==> src/hdl/pwc_pkg.sv <==
`timescale 1ns / 1ps

package pwc_pkg;

  // default configuration
  localparam int CHANNELS_DEFAULT  = 8;
  localparam int TIME_BITS_DEFAULT = 16;

  // width of the channel query field
  localparam int QUERY_BITS = 4;

  // query hit flag plus the queried pin's newest, middle and oldest edge times after the update
  typedef struct packed {
    logic hit;
    logic [31:0] newest;
    logic [31:0] middle;
    logic [31:0] oldest;
  } pwc_tap_t;

endpackage

==> src/hdl/multichannel_pulse_width_capture.sv <==
`timescale 1ns / 1ps

// multichannel pulse-width capture
// input channel (in_valid/in_ready): one sample of the pin levels, its
// timestamp and the pin to query. every pin that toggled since the last
// sample shifts its three-deep edge history and records the timestamp.
// output channel (out_valid/out_ready): one pulse_width_us per sample, the
// smaller of the queried pin's two latest edge intervals after the update,
// wrapping at 2^TIME_BITS; a query at or beyond CHANNELS gives 0.
// throughput: one sample per cycle while in_ready is high, set by the single
// register stage from the input port through the history update to the
// output register.
// reset clears the previous levels and all edge histories to zero, and
// drops any pending result.
// when the receiver stalls, a second output slot takes one more sample;
// after that in_ready drops until a result is taken.
module multichannel_pulse_width_capture #(
  parameter int CHANNELS  = pwc_pkg::CHANNELS_DEFAULT,
  parameter int TIME_BITS = pwc_pkg::TIME_BITS_DEFAULT
) (
  input  logic                           clk,
  input  logic                           rst,
  input  logic                           in_valid,
  output logic                           in_ready,
  input  logic [CHANNELS-1:0]            port_levels,
  input  logic [TIME_BITS-1:0]           timestamp_us,
  input  logic [pwc_pkg::QUERY_BITS-1:0] query_channel,
  output logic                           out_valid,
  input  logic                           out_ready,
  output logic [TIME_BITS-1:0]           pulse_width_us
);

  logic                 transfer;
  pwc_pkg::pwc_tap_t    tap;
  logic [TIME_BITS-1:0] width;

  assign transfer = in_valid && in_ready;

  pwc_history #(
    .CHANNELS (CHANNELS),
    .TIME_BITS(TIME_BITS)
  ) u_history (
    .clk      (clk),
    .rst      (rst),
    .update   (transfer),
    .levels   (port_levels),
    .timestamp(timestamp_us),
    .query    (query_channel),
    .tap      (tap)
  );

  pwc_width #(
    .TIME_BITS(TIME_BITS)
  ) u_width (
    .tap  (tap),
    .width(width)
  );

  pwc_out_buf #(
    .WIDTH(TIME_BITS)
  ) u_out_buf (
    .clk      (clk),
    .rst      (rst),
    .push     (transfer),
    .push_data(width),
    .space    (in_ready),
    .out_valid(out_valid),
    .out_ready(out_ready),
    .out_data (pulse_width_us)
  );

endmodule

==> src/hdl/pwc_history.sv <==
`timescale 1ns / 1ps

module pwc_history #(
  parameter int CHANNELS  = pwc_pkg::CHANNELS_DEFAULT,
  parameter int TIME_BITS = pwc_pkg::TIME_BITS_DEFAULT
) (
  input  logic                         clk,
  input  logic                         rst,
  input  logic                         update,
  input  logic [CHANNELS-1:0]          levels,
  input  logic [TIME_BITS-1:0]         timestamp,
  input  logic [pwc_pkg::QUERY_BITS-1:0] query,
  output pwc_pkg::pwc_tap_t            tap
);

  localparam int IDX_BITS = (CHANNELS > 1) ? $clog2(CHANNELS) : 1;

  logic [CHANNELS-1:0]  prev_levels;
  logic [TIME_BITS-1:0] edge_newest [CHANNELS];
  logic [TIME_BITS-1:0] edge_middle [CHANNELS];
  logic [TIME_BITS-1:0] edge_oldest [CHANNELS];

  logic [TIME_BITS-1:0] edge_newest_next [CHANNELS];
  logic [TIME_BITS-1:0] edge_middle_next [CHANNELS];
  logic [TIME_BITS-1:0] edge_oldest_next [CHANNELS];

  logic [CHANNELS-1:0] changed;
  logic                hit;
  logic [IDX_BITS-1:0] sel;

  assign changed = levels ^ prev_levels;

  // every pin that toggled shifts its history and takes the new time
  always_comb begin
    for (int i = 0; i < CHANNELS; i++) begin
      if (changed[i]) begin
        edge_newest_next[i] = timestamp;
        edge_middle_next[i] = edge_newest[i];
        edge_oldest_next[i] = edge_middle[i];
      end else begin
        edge_newest_next[i] = edge_newest[i];
        edge_middle_next[i] = edge_middle[i];
        edge_oldest_next[i] = edge_oldest[i];
      end
    end
  end

  // query reads the post-update history
  assign hit = (32'(query) < CHANNELS);
  assign sel = hit ? IDX_BITS'(query) : '0;

  always_comb begin
    tap.hit    = hit;
    tap.newest = 32'(edge_newest_next[sel]);
    tap.middle = 32'(edge_middle_next[sel]);
    tap.oldest = 32'(edge_oldest_next[sel]);
  end

  always_ff @(posedge clk) begin
    if (rst) begin
      prev_levels <= '0;
      for (int i = 0; i < CHANNELS; i++) begin
        edge_newest[i] <= '0;
        edge_middle[i] <= '0;
        edge_oldest[i] <= '0;
      end
    end else if (update) begin
      prev_levels <= levels;
      for (int i = 0; i < CHANNELS; i++) begin
        edge_newest[i] <= edge_newest_next[i];
        edge_middle[i] <= edge_middle_next[i];
        edge_oldest[i] <= edge_oldest_next[i];
      end
    end
  end

endmodule

==> src/hdl/pwc_width.sv <==
`timescale 1ns / 1ps

module pwc_width #(
  parameter int TIME_BITS = pwc_pkg::TIME_BITS_DEFAULT
) (
  input  pwc_pkg::pwc_tap_t    tap,
  output logic [TIME_BITS-1:0] width
);

  logic [TIME_BITS-1:0] newest;
  logic [TIME_BITS-1:0] middle;
  logic [TIME_BITS-1:0] oldest;
  logic [TIME_BITS-1:0] recent;
  logic [TIME_BITS-1:0] earlier;

  assign newest = TIME_BITS'(tap.newest);
  assign middle = TIME_BITS'(tap.middle);
  assign oldest = TIME_BITS'(tap.oldest);

  // intervals wrap with the timestamp
  assign recent  = newest - middle;
  assign earlier = middle - oldest;

  always_comb begin
    if (!tap.hit) begin
      width = '0;
    end else if (recent < earlier) begin
      width = recent;
    end else begin
      width = earlier;
    end
  end

endmodule

==> src/hdl/pwc_out_buf.sv <==
`timescale 1ns / 1ps

module pwc_out_buf #(
  parameter int WIDTH = pwc_pkg::TIME_BITS_DEFAULT
) (
  input  logic             clk,
  input  logic             rst,
  input  logic             push,
  input  logic [WIDTH-1:0] push_data,
  output logic             space,
  output logic             out_valid,
  input  logic             out_ready,
  output logic [WIDTH-1:0] out_data
);

  logic             skid_valid;
  logic [WIDTH-1:0] skid_data;
  logic             pop;

  // skid slot takes one more sample while the output is stalled
  assign space = !skid_valid;
  assign pop   = out_valid && out_ready;

  always_ff @(posedge clk) begin
    if (rst) begin
      out_valid  <= 1'b0;
      skid_valid <= 1'b0;
    end else if (out_valid && !pop) begin
      if (push) begin
        skid_valid <= 1'b1;
        skid_data  <= push_data;
      end
    end else begin
      out_valid  <= skid_valid || push;
      skid_valid <= 1'b0;
      if (skid_valid) begin
        out_data <= skid_data;
      end else if (push) begin
        out_data <= push_data;
      end
    end
  end

endmodule

==> config.mk <==
export PLATFORM = sky130hd
export DESIGN_NAME = multichannel_pulse_width_capture
export DESIGN_NICKNAME = d
export VERILOG_FILES = /design/src/hdl/pwc_pkg.sv /design/src/hdl/multichannel_pulse_width_capture.sv /design/src/hdl/pwc_history.sv /design/src/hdl/pwc_width.sv /design/src/hdl/pwc_out_buf.sv
export SDC_FILE = /design/constraint.sdc
export NUM_CORES = 1
export LEC_CHECK = 0
export ABC_AREA = 1
export BUFFER_PORTS_ARGS = -buffer_cell sky130_fd_sc_hd__buf_2
export CORE_UTILIZATION = 65
export DETAILED_ROUTE_END_ITERATION = 8
export MAX_ROUTING_LAYER = met4
export PLACE_DENSITY = 0.82
export SLEW_MARGIN = 20
export SYNTH_ARGS = -nofsm -noshare
export SYNTH_HDL_FRONTEND = slang
export SYNTH_SLANG_ARGS = --single-unit
==> constraint.sdc <==
create_clock -name clk -period 45.8 [get_ports clk]
set_input_delay 2.29 -clock clk [delete_from_list [all_inputs] [get_ports clk]]
set_output_delay 2.29 -clock clk [all_outputs]
set_load 0.02 [all_outputs]
# Yosys cells after proc, flatten, opt, wreduce, memory -nomap -nowiden
# Memories as Yosys holds them, arrays and structs flattened.
# Index checks and enable logic that the tools add are counted.
word_totals:
  input_bits: 32
  wordCells: 118
  output_inout_bits: 18
  regBits: 42
  memories: 3
  mem_bits_rw: 384
memory_table:
  columns: ["name", "depth", "word_bits", "read_ports", "rd_ports_with_merged_regs", "write_ports", "line_no", "rtl"]
  rows:
  - ["u_history.edge_middle", 8, 16, 8, 0, 8, "pwc_history.sv:20", "logic [TIME_BITS-1:0] edge_middle [CHANNELS];"]
  - ["u_history.edge_newest", 8, 16, 8, 0, 8, "pwc_history.sv:19", "logic [TIME_BITS-1:0] edge_newest [CHANNELS];"]
  - ["u_history.edge_oldest", 8, 16, 8, 0, 8, "pwc_history.sv:21", "logic [TIME_BITS-1:0] edge_oldest [CHANNELS];"]
op_classes:
  muxes: 67
  n_addsub: 2
  n_reduce_logical: 10
  bitwise: 28
  order_cmp: 3
ops:
  columns: ["op", "n"]
  rows:
  - ["16-bit 2-to-1 mux", 58]
  - ["16-bit binary-select mux with 3-bit select", 3]
  - ["16-bit subtractor", 2]
  - ["1-bit OR", 24]
  - ["16-bit < comparator", 1]
  - ["8-bit bitwise XOR", 1]
  - ["3-bit AND reduction", 2]
  - ["1-bit 2-to-1 mux", 5]
  - ["4-bit greater-or-equal comparator, second input constant", 1]
  - ["4-bit < comparator, second input constant", 1]
  - ["3-bit inverter with 4-bit output", 1]
  - ["1-bit logical AND", 3]
  - ["3-bit 2-to-1 mux", 1]
  - ["1-bit logical NOT", 2]
  - ["1-bit inverter", 2]
  - ["2-bit nonzero test", 1]
  - ["2-bit OR reduction", 1]
  - ["1-bit logical OR", 1]

# Longest topological paths before layout
depth:
  word_depth: 12
  ltp_mapped: 36
  depth_no_buf: 34

# Modules after synthesis
# From an unflattened synthesis, not the netlist that was laid out.
hier_totals:
  hier_cells: 3335
  area_unflattened_um2: 26578.0
modules_own_cells:
  columns: ["mod", "area_each_um2", "seq_area_each_um2", "cells_per_inst", "n_inst"]
  rows:
  - ["pwc_history", 22715.5, 11691.2, 2731, 1]
  - ["pwc_width", 2567.5, 0.0, 504, 1]
  - ["pwc_out_buf", 1287.5, 1001.0, 98, 1]
  - ["multichannel_pulse_width_capture", 7.5, 0.0, 2, 1]

# Worst setup path after synthesis
# Ideal clock, no wire load.
synth_path:
  kind: "input to register"
  start: "in in_valid"
  end: "mem u_history.edge_middle[0][0] (netlist name) (enable)"
  n_path_buf: 0
  path_stages: 2
  arrival_time_ps: 19367
  slack_ps: 25240
  required_time_ps: 44607
  setup_time_ps: 1193
  cell_sequence: "inv_1 > o21ai_1"
synth_lines:
  columns: ["item", "line_no", "rtl"]
  rows:
  - ["from (decl)", "multichannel_pulse_width_capture.sv:23", "input logic in_valid,"]
  - ["to (decl)", "pwc_history.sv:20", null]

# Worst setup path after layout
layout_path:
  start: "in query_channel[0] (netlist name)"
  end: "reg u_out_buf.out_data[10], data pin"
layout_between:
  elab_chain_cells: 12
  word_cells_on_any_way: 19
  cone_classes: "2 x add/sub; 2 x order compare; 14 x mux; 1 x bitwise"
layout_rtl:
  columns: ["item", "line_no", "rtl"]
  rows:
  - ["from (decl)", "multichannel_pulse_width_capture.sv:27", "input logic [pwc_pkg::QUERY_BITS-1:0] query_channel,"]
  - ["4-bit < comparator", "pwc_history.sv:49", "assign hit = (32'(query) < CHANNELS);"]
  - ["3-bit 2-to-1 mux", "pwc_history.sv:50", "assign sel = hit ? IDX_BITS'(query) : '0;"]
  - ["3-bit inverter with 4-bit output (not written as such)", "pwc_history.sv:54, pwc_history.sv:55, pwc_history.sv:56", null]
  - ["16-bit binary-select mux with 3-bit select, on equally long branches", "pwc_history.sv:54, pwc_history.sv:55, pwc_history.sv:56", null]
  - ["16-bit 2-to-1 mux, on equally long branches (2 in series)", "pwc_history.sv:54, pwc_history.sv:55, pwc_history.sv:56", null]
  - ["16-bit subtractor, on equally long branches", "pwc_width.sv:21, pwc_width.sv:22", null]
  - ["16-bit < comparator", "pwc_width.sv:27", "end else if (recent < earlier) begin"]
  - ["16-bit 2-to-1 mux", "pwc_width.sv:27", null]
  - ["16-bit 2-to-1 mux *", "pwc_width.sv:25", "if (!tap.hit) begin"]
  - ["net u_out_buf.push_data[10]", "pwc_out_buf.sv:9", "input logic [WIDTH-1:0] push_data,"]
  - ["16-bit 2-to-1 mux *", "pwc_out_buf.sv:38", "end else if (push) begin"]
  - ["16-bit 2-to-1 mux *", "pwc_out_buf.sv:36", "if (skid_valid) begin"]
  - ["to (signal assigned)", "pwc_out_buf.sv:37", "out_data <= skid_data;"]
  - ["to (signal assigned)", "pwc_out_buf.sv:39", "out_data <= push_data;"]
  - ["to (decl)", "pwc_out_buf.sv:13", "output logic [WIDTH-1:0] out_data"]
# The timed path passes the listed nets; every way through them passes the cells marked *. The select of a mux whose other input is x is not followed.
# A chain may end at the register's enable or synchronous reset.

==> results.txt <==
The height of the die is 197.9 um. The final routed wirelength across all metal layers is 70.47 mm. At the pin with the least slew margin, the transition time is 1148 ps. The worst supply voltage drop on vdd is 34.01 uV. The number of nets still failing antenna checks after routing is 0. The net count of the finished layout is 3085. In this run the cell area of the synthesized design comes to 24950 um^2. The number of global-route vias before repair is 20700. The area enclosed by the die boundary came out at 39170 um^2. TritonCTS created 46 clock buffers. The critical path is of the in2reg type. The filler cells instantiated in the layout total 2982. The later-pin clock latency in the skew report is 610 ps. The number of warnings issued by yosys came out at 0. The data required time of the worst path came out at 46260 ps.

The mean post-synth cell area came out at 8.140 um^2. Setup repair after global routing left no endpoint under its margin. Input and output buffers added on the ports amount to 49. The flow ran to the end, and the final reports show no timing, DRC or antenna violations. The final max-slew violation count is 0.

The total number of vias is 21730. The count of placed standard cells in the final layout, fillers left out is 3550. The routability congestion estimate from global placement came out at 0.9981. Clock-pin slew was measured on the worst setup and hold paths at 60 ps.

The number of distinct library cells after synthesis is 44. The number of H-tree levels came out at 2. The tightest min-delay check is of the reg2reg type.

The area growth from synthesis to layout is 7.087%. The global route total overflow is 0. In the final layout, the share of cells above drive strength 1 is 0.05662. Leaving out fill and tap cells, the most frequent cells in the layout are nand2_1, nor2_1, edfxtp_1, o21ai_0, inv_1. The final critical-path share of the clock period is 0.1899.

The tightest slew margin relative to the limit came out at 0.2344. Of the synthesized area, sequential elements account for 0.5088. The power per cell area is 44.66 nW/um^2. The finished layout cell area is 26720 um^2. The floorplan step set the die width to 197.9 um. The number of setup violations in the final report is 0.

The post-detailed-placement half-perimeter wirelength came out at 42.60 mm. The number of rows created at floorplan came out at 71. The number of buffers inserted by post-CTS setup repair came out at 0. Data on the critical path arrives at its endpoint at 9150 ps. The worst clock skew on the final layout is 28.67 ps. The final hold violation count came out at 0. The slack of the critical path is 37100 ps. The static power due to leakage came out at 11.78 nW.

The cts-stage hold buffer count came out at 0. The register bit count reported by yosys came out at 426. The first detailed-routing pass ran for 6 iterations. The number of top-level pins is 50. The longest clock path from root to sink contains 3 buffers.

Derived from the worst setup path, the maximum achievable clock frequency is 0.1150 GHz. For this configuration, the core starts out at a cell density of 0.6608. The area of the core came out at 37760 um^2. The largest single stage delay on the critical path is 820 ps.

The worst-case setup slack after placement came out at 36770 ps. The worst-case hold slack came out at 518.4 ps. After detailed routing, the number of remaining DRC violations is 0.

The net count after synthesis is 3144. The pin count of the biggest net entering global routing came out at 191. The number of antenna violations at the first check in global routing was 1. For flop-to-flop paths, the worst setup slack is 39450 ps. The cell that appears most often on the critical path is nand2_1.

The minimum clock period after layout came out at 8698 ps. The setup TNS is 0 ps. CTS placed an instance of clkbuf_16 at the clock tree root. The number of gates given a new drive strength after cts is 0. The mean routed wirelength per cell is 19.85 um. Across the run, the number of max-cap violations was 0. The global-route wire length before repair came out at 109.9 mm. Synthesis produced a netlist whose cell count is 3065. The cell with the biggest individual delay on the critical path is buf_4.

Leaving out fill and tap cells, the most frequent cell in the layout is nand2_1. The total cell area at the placement stage is 25280 um^2. The CTS tree is yes. The worst setup path is launched from an input port. The maximum net fanout on the critical path came out at 78. The total track usage came out at 0.3761. For this block, the initial DRC count from the detailed router was 2736. Dividing the detail-routed via count by the number of cells gives 6.121.

The cell total after placement came out at 3469. The number of sinks handled by clock tree synthesis came out at 426. STA classifies the critical path endpoint as a flop.
## layer usage
metal	wire length [um]	track usage
met5	0	-
met4	3406	0.1869
met3	7155	0.04769
met2	32980	0.6003
met1	26920	0.4755
## logic make-up (layout without fill, tap and decap cells)
kind of cell,count (synthesis),after routing,share of synthesized area
flip-flops,426,426,0.5088
AND/OR/NAND/NOR,1557,1557,0.2486
other,0,1,0
AO/OA/AOI/OAI,502,502,0.1091
buffers and inverters,438,411,0.07252
XOR/XNOR,24,24,0.008426
multiplexers,71,71,0.02849
adder cells (fa/ha/maj),47,47,0.02417
## sequential cells by signal, indices dropped and copies added, names as in the netlist
signal	flops
u_out_buf.skid_valid	1
u_out_buf.out_data	16
u_history.edge_middle	128
u_out_buf.out_valid	1
u_history.edge_newest	128
u_history.prev_levels	8
u_history.edge_oldest	128
u_out_buf.skid_data	16
## synth_stat cells, drive strengths merged
cell	n	area [um^2]
nand2	892	3363
nor2	430	1630
edfxtp	416	12490
o21ai	351	1757
inv	250	943.4
nand3	211	1056
buf	102	543.0
clkbuf	86	322.8
mux2i	71	710.7
a21oi	62	314.1
ha	45	563.0
o22ai	20	125.1
a31oi	17	106.4
xor2	15	131.4
a221oi	13	113.9
dfxtp	10	200.2
o211ai	9	67.56
o31ai	9	67.56
xnor2	9	78.83
o21a	7	52.55
or2	7	43.79
a311oi	5	43.79
nand3b	5	37.54
nor3	5	25.02
nand4	4	25.02
a21o	3	22.52
fa	2	40.04
o21bai	2	15.01
a311o	1	10.01
a31o	1	8.760
and2	1	6.260
and3	1	6.260
nor3b	1	7.510
o221ai	1	8.760
o32ai	1	8.760
## final cells by class
cell class / instances / area, um^2 / share of cell area
sequential: 426 / 12690 / 0.4751
antenna: 1 / 2.502 / 0.00009367
clock buffer: 55 / 1185 / 0.04435
clock inverter: 25 / 245.2 / 0.009179
multi-input combinational: 2201 / 10490 / 0.3927
tap: 511 / 639.4 / 0.02393
inverter: 250 / 948.4 / 0.03550
timing repair buffer: 81 / 513.0 / 0.01920
## stage by stage
stage                     total power, W  utilization
after CTS                       0.001189       0.7075
after global placement         0.0008257       0.6697
after global routing            0.001251       0.7076
after floorplan                0.0007474            -
final                           0.001193       0.7076
after detailed placement       0.0008329       0.6697
## where the power goes
| group | internal (W) | switching [W] | leakage [nW] |
|---|---|---|---|
| Clock | 0.000202 | 0.000158 | 0.701 |
| Sequential | 0.000477 | 0.0000138 | 4.59 |
| Combinational | 0.000103 | 0.000239 | 6.48 |
## worst max-delay path: cells and delay by family
kind / cells / cell delay (ps)
compound gates: 9 / 1670
simple gates: 12 / 1760
buf+inv: 7 / 2590
fa+ha+maj: 2 / 630
## worst paths after layout
check | start | endpoint | cells after the start
worst max register to register | u_history.prev_levels[6]$_SDFFE_PP0P_ | u_out_buf.out_data[10]$_DFFE_PP_ | 31
worst min-delay path | u_history.prev_levels[2]$_SDFFE_PP0P_ | u_history.prev_levels[2]$_SDFFE_PP0P_ | 2
worst min register to register | u_history.prev_levels[2]$_SDFFE_PP0P_ | u_history.prev_levels[2]$_SDFFE_PP0P_ | 2
worst max-delay path | query_channel[0] | u_out_buf.out_data[10]$_DFFE_PP_ | 30
Note: power is estimated with default switching activity, not from simulation.
